File: src/sv/mcpf_pkg.sv
package mcpf_pkg;

    localparam int NumCells  = 19;
    localparam int NumData   = 18;
    localparam int CountW    = $clog2(NumCells + 1);
    localparam int CfgIdxW   = 3;
    localparam int CfgDataW  = 32;

    localparam logic [7:0]  AddrReset = 8'd128;
    localparam logic [31:0] PropReset = 32'd65000;
    localparam logic [31:0] IntReset  = 32'd32768;
    localparam logic [31:0] DerReset  = 32'd16384;
    localparam logic [31:0] MaxReset  = 32'd2300;

    localparam logic signed [31:0] DutyLimit = 32'sd1500;
    localparam logic [6:0]         SumMask   = 7'h7F;

    localparam logic [CfgIdxW-1:0] RegAddr = 3'd0;
    localparam logic [CfgIdxW-1:0] RegProp = 3'd1;
    localparam logic [CfgIdxW-1:0] RegInt  = 3'd2;
    localparam logic [CfgIdxW-1:0] RegDer  = 3'd3;
    localparam logic [CfgIdxW-1:0] RegMax  = 3'd4;

    localparam logic [3:0] CmdDrive1   = 4'd0;
    localparam logic [3:0] CmdDrive2   = 4'd1;
    localparam logic [3:0] CmdEnc1     = 4'd2;
    localparam logic [3:0] CmdEnc2     = 4'd3;
    localparam logic [3:0] CmdSpdRd1   = 4'd4;
    localparam logic [3:0] CmdSpdRd2   = 4'd5;
    localparam logic [3:0] CmdResetCnt = 4'd6;
    localparam logic [3:0] CmdPid1     = 4'd7;
    localparam logic [3:0] CmdPid2     = 4'd8;
    localparam logic [3:0] CmdDutyBoth = 4'd9;
    localparam logic [3:0] CmdSpeed1   = 4'd10;
    localparam logic [3:0] CmdSpeed2   = 4'd11;
    localparam logic [3:0] CmdSpeedMix = 4'd12;

    localparam logic [7:0] OpDrive1   = 8'd0;
    localparam logic [7:0] OpDrive2   = 8'd4;
    localparam logic [7:0] OpEnc1     = 8'd16;
    localparam logic [7:0] OpEnc2     = 8'd17;
    localparam logic [7:0] OpSpdRd1   = 8'd18;
    localparam logic [7:0] OpSpdRd2   = 8'd19;
    localparam logic [7:0] OpResetCnt = 8'd20;
    localparam logic [7:0] OpPid1     = 8'd28;
    localparam logic [7:0] OpPid2     = 8'd29;
    localparam logic [7:0] OpDutyBoth = 8'd34;
    localparam logic [7:0] OpSpeed1   = 8'd35;
    localparam logic [7:0] OpSpeed2   = 8'd36;
    localparam logic [7:0] OpSpeedMix = 8'd37;

    typedef struct packed {
        logic [3:0]         cmd;
        logic signed [31:0] first_value;
        logic signed [31:0] second_value;
    } t_in_item;

    typedef struct packed {
        logic [7:0] tx_byte;
        logic       last_byte;
    } t_out_item;

    typedef struct packed {
        logic       occ;
        logic       last;
        logic       csum;
        logic [7:0] data;
    } t_cell;

    typedef struct packed {
        logic [7:0]  addr;
        logic [31:0] prop;
        logic [31:0] integ;
        logic [31:0] deriv;
        logic [31:0] max_tps;
    } t_regs;

    localparam t_cell EmptyCell = '{occ: 1'b0, last: 1'b0, csum: 1'b0, data: 8'd0};

endpackage

File: src/sv/mcpf_cell.sv
module mcpf_cell (
    input  logic            i_clk,
    input  logic            i_rst_n,
    input  logic            i_load,
    input  logic            i_shift,
    input  mcpf_pkg::t_cell i_load_cell,
    input  mcpf_pkg::t_cell i_next_cell,
    output mcpf_pkg::t_cell o_cell
);

    mcpf_pkg::t_cell r_cell;
    mcpf_pkg::t_cell n_cell;

    always_comb begin
        n_cell = r_cell;
        if (i_load) begin
            n_cell = i_load_cell;
        end else if (i_shift) begin
            n_cell = i_next_cell;
        end
    end

    always_ff @(posedge i_clk) begin
        if (!i_rst_n) begin
            r_cell <= mcpf_pkg::EmptyCell;
        end else begin
            r_cell <= n_cell;
        end
    end

    assign o_cell = r_cell;

endmodule

File: src/sv/mcpf_frame.sv
module mcpf_frame (
    input  mcpf_pkg::t_in_item i_item,
    input  mcpf_pkg::t_regs    i_regs,
    output mcpf_pkg::t_cell    o_cells [mcpf_pkg::NumCells]
);

    logic [7:0]                  buf_b [mcpf_pkg::NumData];
    logic [mcpf_pkg::CountW-1:0] n_data;
    logic [mcpf_pkg::CountW-1:0] n_total;
    logic                        checked;
    logic                        known;
    logic [15:0]                 duty1;
    logic [15:0]                 duty2;
    logic [31:0]                 a_w;
    logic [31:0]                 b_w;

    function automatic logic [15:0] clamp_duty(input logic signed [31:0] v);
        logic [15:0] r;
        if (v > mcpf_pkg::DutyLimit) begin
            r = mcpf_pkg::DutyLimit[15:0];
        end else if (v < -mcpf_pkg::DutyLimit) begin
            r = 16'(-mcpf_pkg::DutyLimit);
        end else begin
            r = v[15:0];
        end
        return r;
    endfunction

    assign duty1 = clamp_duty(i_item.first_value);
    assign duty2 = clamp_duty(i_item.second_value);
    assign a_w   = i_item.first_value;
    assign b_w   = i_item.second_value;

    always_comb begin
        for (int i = 0; i < mcpf_pkg::NumData; i++) begin
            buf_b[i] = 8'd0;
        end
        buf_b[0] = i_regs.addr;
        n_data   = mcpf_pkg::CountW'(2);
        checked  = 1'b1;
        known    = 1'b1;
        case (i_item.cmd)
            mcpf_pkg::CmdDrive1, mcpf_pkg::CmdDrive2: begin
                buf_b[1] = (i_item.cmd == mcpf_pkg::CmdDrive1) ? mcpf_pkg::OpDrive1
                                                               : mcpf_pkg::OpDrive2;
                buf_b[2] = a_w[7:0];
                n_data   = mcpf_pkg::CountW'(3);
            end
            mcpf_pkg::CmdEnc1, mcpf_pkg::CmdEnc2: begin
                buf_b[1] = (i_item.cmd == mcpf_pkg::CmdEnc1) ? mcpf_pkg::OpEnc1
                                                             : mcpf_pkg::OpEnc2;
                checked  = 1'b0;
            end
            mcpf_pkg::CmdSpdRd1, mcpf_pkg::CmdSpdRd2: begin
                buf_b[1] = (i_item.cmd == mcpf_pkg::CmdSpdRd1) ? mcpf_pkg::OpSpdRd1
                                                               : mcpf_pkg::OpSpdRd2;
                n_data   = mcpf_pkg::CountW'(3);
            end
            mcpf_pkg::CmdResetCnt: begin
                buf_b[1] = mcpf_pkg::OpResetCnt;
            end
            mcpf_pkg::CmdPid1, mcpf_pkg::CmdPid2: begin
                buf_b[1] = (i_item.cmd == mcpf_pkg::CmdPid1) ? mcpf_pkg::OpPid1
                                                             : mcpf_pkg::OpPid2;
                for (int k = 0; k < 4; k++) begin
                    buf_b[2 + k]  = i_regs.deriv[31 - 8*k -: 8];
                    buf_b[6 + k]  = i_regs.prop[31 - 8*k -: 8];
                    buf_b[10 + k] = i_regs.integ[31 - 8*k -: 8];
                    buf_b[14 + k] = i_regs.max_tps[31 - 8*k -: 8];
                end
                n_data = mcpf_pkg::CountW'(18);
            end
            mcpf_pkg::CmdDutyBoth: begin
                buf_b[1] = mcpf_pkg::OpDutyBoth;
                buf_b[2] = duty1[15:8];
                buf_b[3] = duty1[7:0];
                buf_b[4] = duty2[15:8];
                buf_b[5] = duty2[7:0];
                n_data   = mcpf_pkg::CountW'(6);
            end
            mcpf_pkg::CmdSpeed1, mcpf_pkg::CmdSpeed2: begin
                buf_b[1] = (i_item.cmd == mcpf_pkg::CmdSpeed1) ? mcpf_pkg::OpSpeed1
                                                               : mcpf_pkg::OpSpeed2;
                for (int k = 0; k < 4; k++) begin
                    buf_b[2 + k] = a_w[31 - 8*k -: 8];
                end
                n_data = mcpf_pkg::CountW'(6);
            end
            mcpf_pkg::CmdSpeedMix: begin
                buf_b[1] = mcpf_pkg::OpSpeedMix;
                for (int k = 0; k < 4; k++) begin
                    buf_b[2 + k] = a_w[31 - 8*k -: 8];
                    buf_b[6 + k] = b_w[31 - 8*k -: 8];
                end
                n_data = mcpf_pkg::CountW'(10);
            end
            default: begin
                known = 1'b0;
            end
        endcase
        n_total = known ? (n_data + mcpf_pkg::CountW'(checked)) : '0;
    end

    always_comb begin
        for (int i = 0; i < mcpf_pkg::NumCells; i++) begin
            o_cells[i].occ  = mcpf_pkg::CountW'(i) < n_total;
            o_cells[i].last = mcpf_pkg::CountW'(i + 1) == n_total;
            o_cells[i].csum = checked && (mcpf_pkg::CountW'(i) == n_data);
            o_cells[i].data = (i < mcpf_pkg::NumData) ? buf_b[i % mcpf_pkg::NumData] : 8'd0;
        end
    end

endmodule

File: src/sv/motor_command_packet_framer_unit.sv
// Channel  | Direction | Handshake          | Payload
// input    | in        | i_valid / o_stall  | i_item  (cmd, first_value, second_value)
// output   | out       | o_valid / i_stall  | o_item  (tx_byte, last_byte)
// config   | in        | i_cfg_valid / o_cfg_ready | i_cfg_index, i_cfg_data
//
// A request of n packet bytes (2 to 19) passes through the 19-cell byte chain,
// one byte leaving the head cell each cycle while i_stall does not hold it; codes 13 to 15 emit nothing.
// The next request is taken in the cycle the previous packet's last byte leaves the chain.
// Output is registered; i_stall holds the chain and the output register.
// Synchronous active-low reset empties the chain and loads register defaults.
module motor_command_packet_framer_unit (
    input  logic                                i_clk,
    input  logic                                i_rst_n,
    input  logic                                i_valid,
    output logic                                o_stall,
    input  mcpf_pkg::t_in_item                  i_item,
    output logic                                o_valid,
    input  logic                                i_stall,
    output mcpf_pkg::t_out_item                 o_item,
    input  logic                                i_cfg_valid,
    output logic                                o_cfg_ready,
    input  logic [mcpf_pkg::CfgIdxW-1:0]        i_cfg_index,
    input  logic [mcpf_pkg::CfgDataW-1:0]       i_cfg_data
);

    mcpf_pkg::t_regs     r_regs;
    mcpf_pkg::t_cell     load_cells [mcpf_pkg::NumCells];
    mcpf_pkg::t_cell     cells      [mcpf_pkg::NumCells];
    logic [6:0]          r_sum;
    logic                r_out_valid;
    mcpf_pkg::t_out_item r_out_item;
    logic                out_adv;
    logic                shift;
    logic                load;
    logic [7:0]          head_byte;
    logic [mcpf_pkg::NumCells-1:0] occ_vec;
    logic [mcpf_pkg::NumCells-1:0] last_vec;

    assign o_cfg_ready = 1'b1;

    always_ff @(posedge i_clk) begin
        if (!i_rst_n) begin
            r_regs.addr    <= mcpf_pkg::AddrReset;
            r_regs.prop    <= mcpf_pkg::PropReset;
            r_regs.integ   <= mcpf_pkg::IntReset;
            r_regs.deriv   <= mcpf_pkg::DerReset;
            r_regs.max_tps <= mcpf_pkg::MaxReset;
        end else if (i_cfg_valid) begin
            case (i_cfg_index)
                mcpf_pkg::RegAddr: r_regs.addr    <= i_cfg_data[7:0];
                mcpf_pkg::RegProp: r_regs.prop    <= i_cfg_data;
                mcpf_pkg::RegInt:  r_regs.integ   <= i_cfg_data;
                mcpf_pkg::RegDer:  r_regs.deriv   <= i_cfg_data;
                mcpf_pkg::RegMax:  r_regs.max_tps <= i_cfg_data;
                default: begin
                end
            endcase
        end
    end

    mcpf_frame u_frame (
        .i_item  (i_item),
        .i_regs  (r_regs),
        .o_cells (load_cells)
    );

    assign out_adv = !r_out_valid || !i_stall;
    assign shift   = out_adv && cells[0].occ;
    assign o_stall = cells[0].occ && !(cells[0].last && out_adv);
    assign load    = i_valid && !o_stall;

    for (genvar g = 0; g < mcpf_pkg::NumCells; g++) begin : g_chain
        mcpf_pkg::t_cell next_cell;
        if (g == mcpf_pkg::NumCells - 1) begin : g_tail
            assign next_cell = mcpf_pkg::EmptyCell;
        end else begin : g_mid
            assign next_cell = cells[g + 1];
        end
        mcpf_cell u_cell (
            .i_clk       (i_clk),
            .i_rst_n     (i_rst_n),
            .i_load      (load),
            .i_shift     (shift),
            .i_load_cell (load_cells[g]),
            .i_next_cell (next_cell),
            .o_cell      (cells[g])
        );
        assign occ_vec[g]  = cells[g].occ;
        assign last_vec[g] = cells[g].last && cells[g].occ;
    end

    assign head_byte = cells[0].csum ? {1'b0, r_sum & mcpf_pkg::SumMask} : cells[0].data;

    always_ff @(posedge i_clk) begin
        if (!i_rst_n) begin
            r_sum       <= '0;
            r_out_valid <= 1'b0;
        end else begin
            if (shift) begin
                r_sum <= cells[0].last ? 7'd0 : (r_sum + head_byte[6:0]);
            end
            if (out_adv) begin
                r_out_valid <= cells[0].occ;
            end
        end
    end

    always_ff @(posedge i_clk) begin
        if (out_adv) begin
            r_out_item.tx_byte   <= head_byte;
            r_out_item.last_byte <= cells[0].last;
        end
    end

    assign o_valid = r_out_valid;
    assign o_item  = r_out_item;

    a_contiguous: assert property (@(posedge i_clk) disable iff (!i_rst_n)
        ((occ_vec >> 1) & ~occ_vec) == '0)
        else $error("chain holds a gap");

    a_one_last: assert property (@(posedge i_clk) disable iff (!i_rst_n)
        occ_vec != '0 |-> $onehot(last_vec))
        else $error("chain holds no single last byte");

    a_sum_clear: assert property (@(posedge i_clk) disable iff (!i_rst_n)
        !cells[0].occ |-> r_sum == 7'd0)
        else $error("checksum not cleared between packets");

    a_hold_out: assert property (@(posedge i_clk) disable iff (!i_rst_n)
        (o_valid && i_stall) |=> (o_valid && $stable(o_item)))
        else $error("stalled output item changed");

endmodule

File: config.mk
export PLATFORM = sky130hd
export DESIGN_NAME = motor_command_packet_framer_unit
export DESIGN_NICKNAME = d
export VERILOG_FILES = /design/src/sv/mcpf_pkg.sv /design/src/sv/mcpf_cell.sv /design/src/sv/mcpf_frame.sv /design/src/sv/motor_command_packet_framer_unit.sv
export SDC_FILE = /design/constraint.sdc
export NUM_CORES = 1
export LEC_CHECK = 0
export ABC_CLOCK_PERIOD_IN_PS = 3100
export BUFFER_PORTS_ARGS = -buffer_cell sky130_fd_sc_hd__buf_2
export CAP_MARGIN = 40
export CORE_ASPECT_RATIO = 1.5
export CORE_MARGIN = 2
export CORE_UTILIZATION = 39
export CTS_CLUSTER_SIZE = 8
export DETAILED_ROUTE_END_ITERATION = 16
export SLEW_MARGIN = 20
export SYNTH_ARGS = -nofsm -noshare
export SYNTH_HDL_FRONTEND = slang
export SYNTH_SLANG_ARGS = --single-unit
File: constraint.sdc
create_clock -name i_clk -period 3.1 [get_ports i_clk]
set_clock_uncertainty 0.05 [all_clocks]
set_input_delay 0.465 -clock i_clk [delete_from_list [all_inputs] [get_ports i_clk]]
set_output_delay 0.465 -clock i_clk [all_outputs]
set_load 0.02 [all_outputs]
==> out/metrics.yaml <==
sta:
  min_period_ps: 2560
  slew_headroom_pct: 49.4
  tns_ps: 0
  tightest_slew_ps: 759
  max_freq_mhz: 391
  setup_ws_ps: 543
  slew_viol_final: 0
  rsz0062_at_grt: "no"
  hold_violations: 0
  finalSetupViolCount: 0
  period_share_pct: 82.5
power_and_ir_drop:
  internal_power_w: 0.00803
  p_comb_share_pct: 12.2
  power_per_cell_area_nw_per_um2: 609
  ir_drop_uv: 477
  pwr-share-seq_pct: 44.4
  swShare_pct: 27.2
  p_clk_share_pct: 43.4
  leakagePower_nw: 6.45
  switchingPower_w: 0.00300
critical_path:
  arrival_ps: 2930
  path_cells: "a21boi_1, o21a_4, buf_4, buf_4, a21oi_1, a21oi_1, nor2_1"
  critPathRequiredTime_ps: 3470
  critPathSlowestCell: "a21boi_1"
  reg2reg_from: "g_chain[0].u_cell.o_cell[9]"
  endpoint_kind: "register"
  crit_path_start: "g_chain[0].u_cell.o_cell[9]"
  startpoint_type: "register"
  critical_path_class: "register to register"
  max_stage_delay_ps: 520
  cp_top_family: "compound AO/OA/AOI/OAI gates"
  worstPathMaxFanout: 26
  cp.buffers_inverters: 2
cts:
  clk_path_buf_depth: 3
  cts_sinks: 354
  htree_num_levels: 2
  clk_pin_slew_ps: 50
  cts_tree: "yes"
  cts_setup_buffers: 0
  insertion_delay_ps: 570
  cts_resized: 0
  cts_hold_buf: 0
  clk_root_buffer_cell: "clkbuf_16"
  numCtsBuffers: 50
routing:
  route.detailed.drc: 0
  routed_via_density: 5.91
  ant_nets: 0
  firstDrtPassIters: 7
  wl_per_cell_um: 21.2
  initialDrtViolationCount: 1314
  vias: 15400
  finalWirelength_um: 55400
finish:
  fill_cells: 4062
  final_cell_mix: "517 x nand2_1, 345 x dfxtp_1, 325 x a21oi_1"
  mostFrequentLayoutCell: "nand2_1"
  multiInputGateArea_um2: 7860
  seqCellArea_um2: 7180
  area_growth_pct: 15.1
  diodes: 0
  drive_above_1_share_pct: 12.1
  nets: 2216
global_route:
  antenna_found_initial: 1
  grt_pass1_vias: 14500
  grt.overflow.total: 0
  grt_pass1_wl_um: 85400
  grt_usage_pct: 25.9
  grt_max_degree: 138
synthesis:
  yosysWarnings: 0
  synthCells: 2054
  synth_seq_cells: 354
  yosys.cell_types.count: 76
  avgSynthCellArea_um2: 7.66
  synth_edf_count: 9
  async_flop_share_pct: 0
  yosysSeqAreaShare_pct: 45.6
  dominantRegCellSynth: "dfxtp_1"
  netlist_area_um2: 15700
  synthesis.nets: 2171
floorplan:
  die_width_um: 168
  dieArea_um2: 42000
  coreArea_um2: 40000
  num_io_pins: 120
  die_y_um: 250
  start_util_pct: 39.4
  rows: 90
hold_path:
  hp-start: "i_cfg_data[8]"
  hold_path.class: "primary input to register"
placement:
  place_ws_ps: 293
  io_buffers: 118
  place_hpwl_um: 36500
  gp_congestion: 0.900
job:
  maxCapViolations: 0
status:
  status: "completed"
final timing paths:
kind                            cells past startpoint  slack (ps)                            to
worst min register to register                      2         400   g_chain[5].u_cell.o_cell[8]
worst max-delay path                                7         540  g_chain[15].u_cell.o_cell[1]
worst min-delay path                                3         160                    r_regs[40]
worst max register to register                      7         540  g_chain[15].u_cell.o_cell[1]
cells by family (layout without fill, tap and decap cells):
kind of cell    after synthesis  count (layout)  synth area share [%]
flops                       354             354                  45.6
compound gates              670             670                  25.7
fa+ha+maj                     9               9                 0.763
xor+xnor                      4               4                 0.223
other cells                   1               1                0.0238
simple gates                813             813                  21.8
buf+inv                     187             236                  4.83
mux                          16              16                  1.08
cell usage after synthesis (all sizes together), types with 3 or more instances:
master	number	area share [%]
mux2	8	0.57
buf	38	1.3
a22oi	46	2.2
inv	12	0.29
a21boi	3	0.14
o211a	6	0.38
and3	12	0.48
nor2b	6	0.24
edfxtp	9	1.7
mux2i	8	0.51
nor2	144	3.5
o31ai	4	0.19
nand2	517	12
a311oi	16	0.93
or2	3	0.12
nand3b	4	0.19
o2111ai	10	0.60
nand4	14	0.56
clkbuf	137	3.3
o211ai	6	0.32
o21a	9	0.43
or3	4	0.16
ha	8	0.64
a21oi	325	10
or4	3	0.17
a22o	9	0.50
and2	4	0.16
xnor2	4	0.22
nand3	51	1.6
nand2b	15	0.60
a211oi	7	0.41
a31oi	28	1.1
a211o	3	0.17
a222oi	5	0.32
nor4	13	0.52
o221ai	22	1.2
dfxtp	345	44
nor3	12	0.41
o21ai	132	4.2
a221oi	23	1.3
or3b	3	0.17
area by class of cell:
| cell class | count | share of cell area, % |
|---|---|---|
| repair buffers | 168 | 6.04 |
| multi-input cells | 1513 | 43.4 |
| clock inverters | 3 | 0.242 |
| clock buffers | 53 | 6.97 |
| flip-flops and latches | 354 | 39.6 |
| inverters | 12 | 0.276 |
| well taps | 506 | 3.49 |
layer usage:
metal | global-route usage [%] | part of all wire [%]
met1 | 31.9 | 40
met3 | 3.41 | 5.7
met2 | 44.2 | 49
met4 | 13.0 | 5.2
met5 | 0 | 0.023
power groups by stage:
stage	clock network (W)	registers (W)	logic, W
after floorplan	0	0.00496	0.000782
after global placement	0	0.00498	0.00132
after detailed placement	0	0.00498	0.00133
after CTS	0.00486	0.00489	0.00133
after global routing	0.00504	0.00491	0.00146
final	0.00479	0.00489	0.00134
through the flow:
step / hold slack, ps / total power (W) / cells / util, % / instance area [um^2]
3_5_place_dp: 397 / 0.00631 / 2553 / 42.1 / 16800
2_1_floorplan: 379 / 0.00574 / 2054 / - / 15700
4_1_cts: 143 / 0.0111 / 2609 / 45.3 / 18100
3_3_place_gp: 387 / 0.00630 / 2553 / 42.1 / 16800
5_1_grt: 162 / 0.0114 / 2609 / 45.3 / 18100
6_report: 162 / 0.0110 / 2609 / 45.3 / 18100
worst min-delay path, cell delays in order:
cell	delay [ps]
buf_2	150
nand2_1	70
a21oi_1	50
state kept, by name, indices dropped and copies added (netlist names):
| register | count |
|---|---|
| r_regs | 136 |
| o_item | 9 |
| o_valid | 1 |
| r_sum | 7 |
| g_chain.u_cell.o_cell | 201 |
No activity file was read; power rests on OpenSTA's default activity.
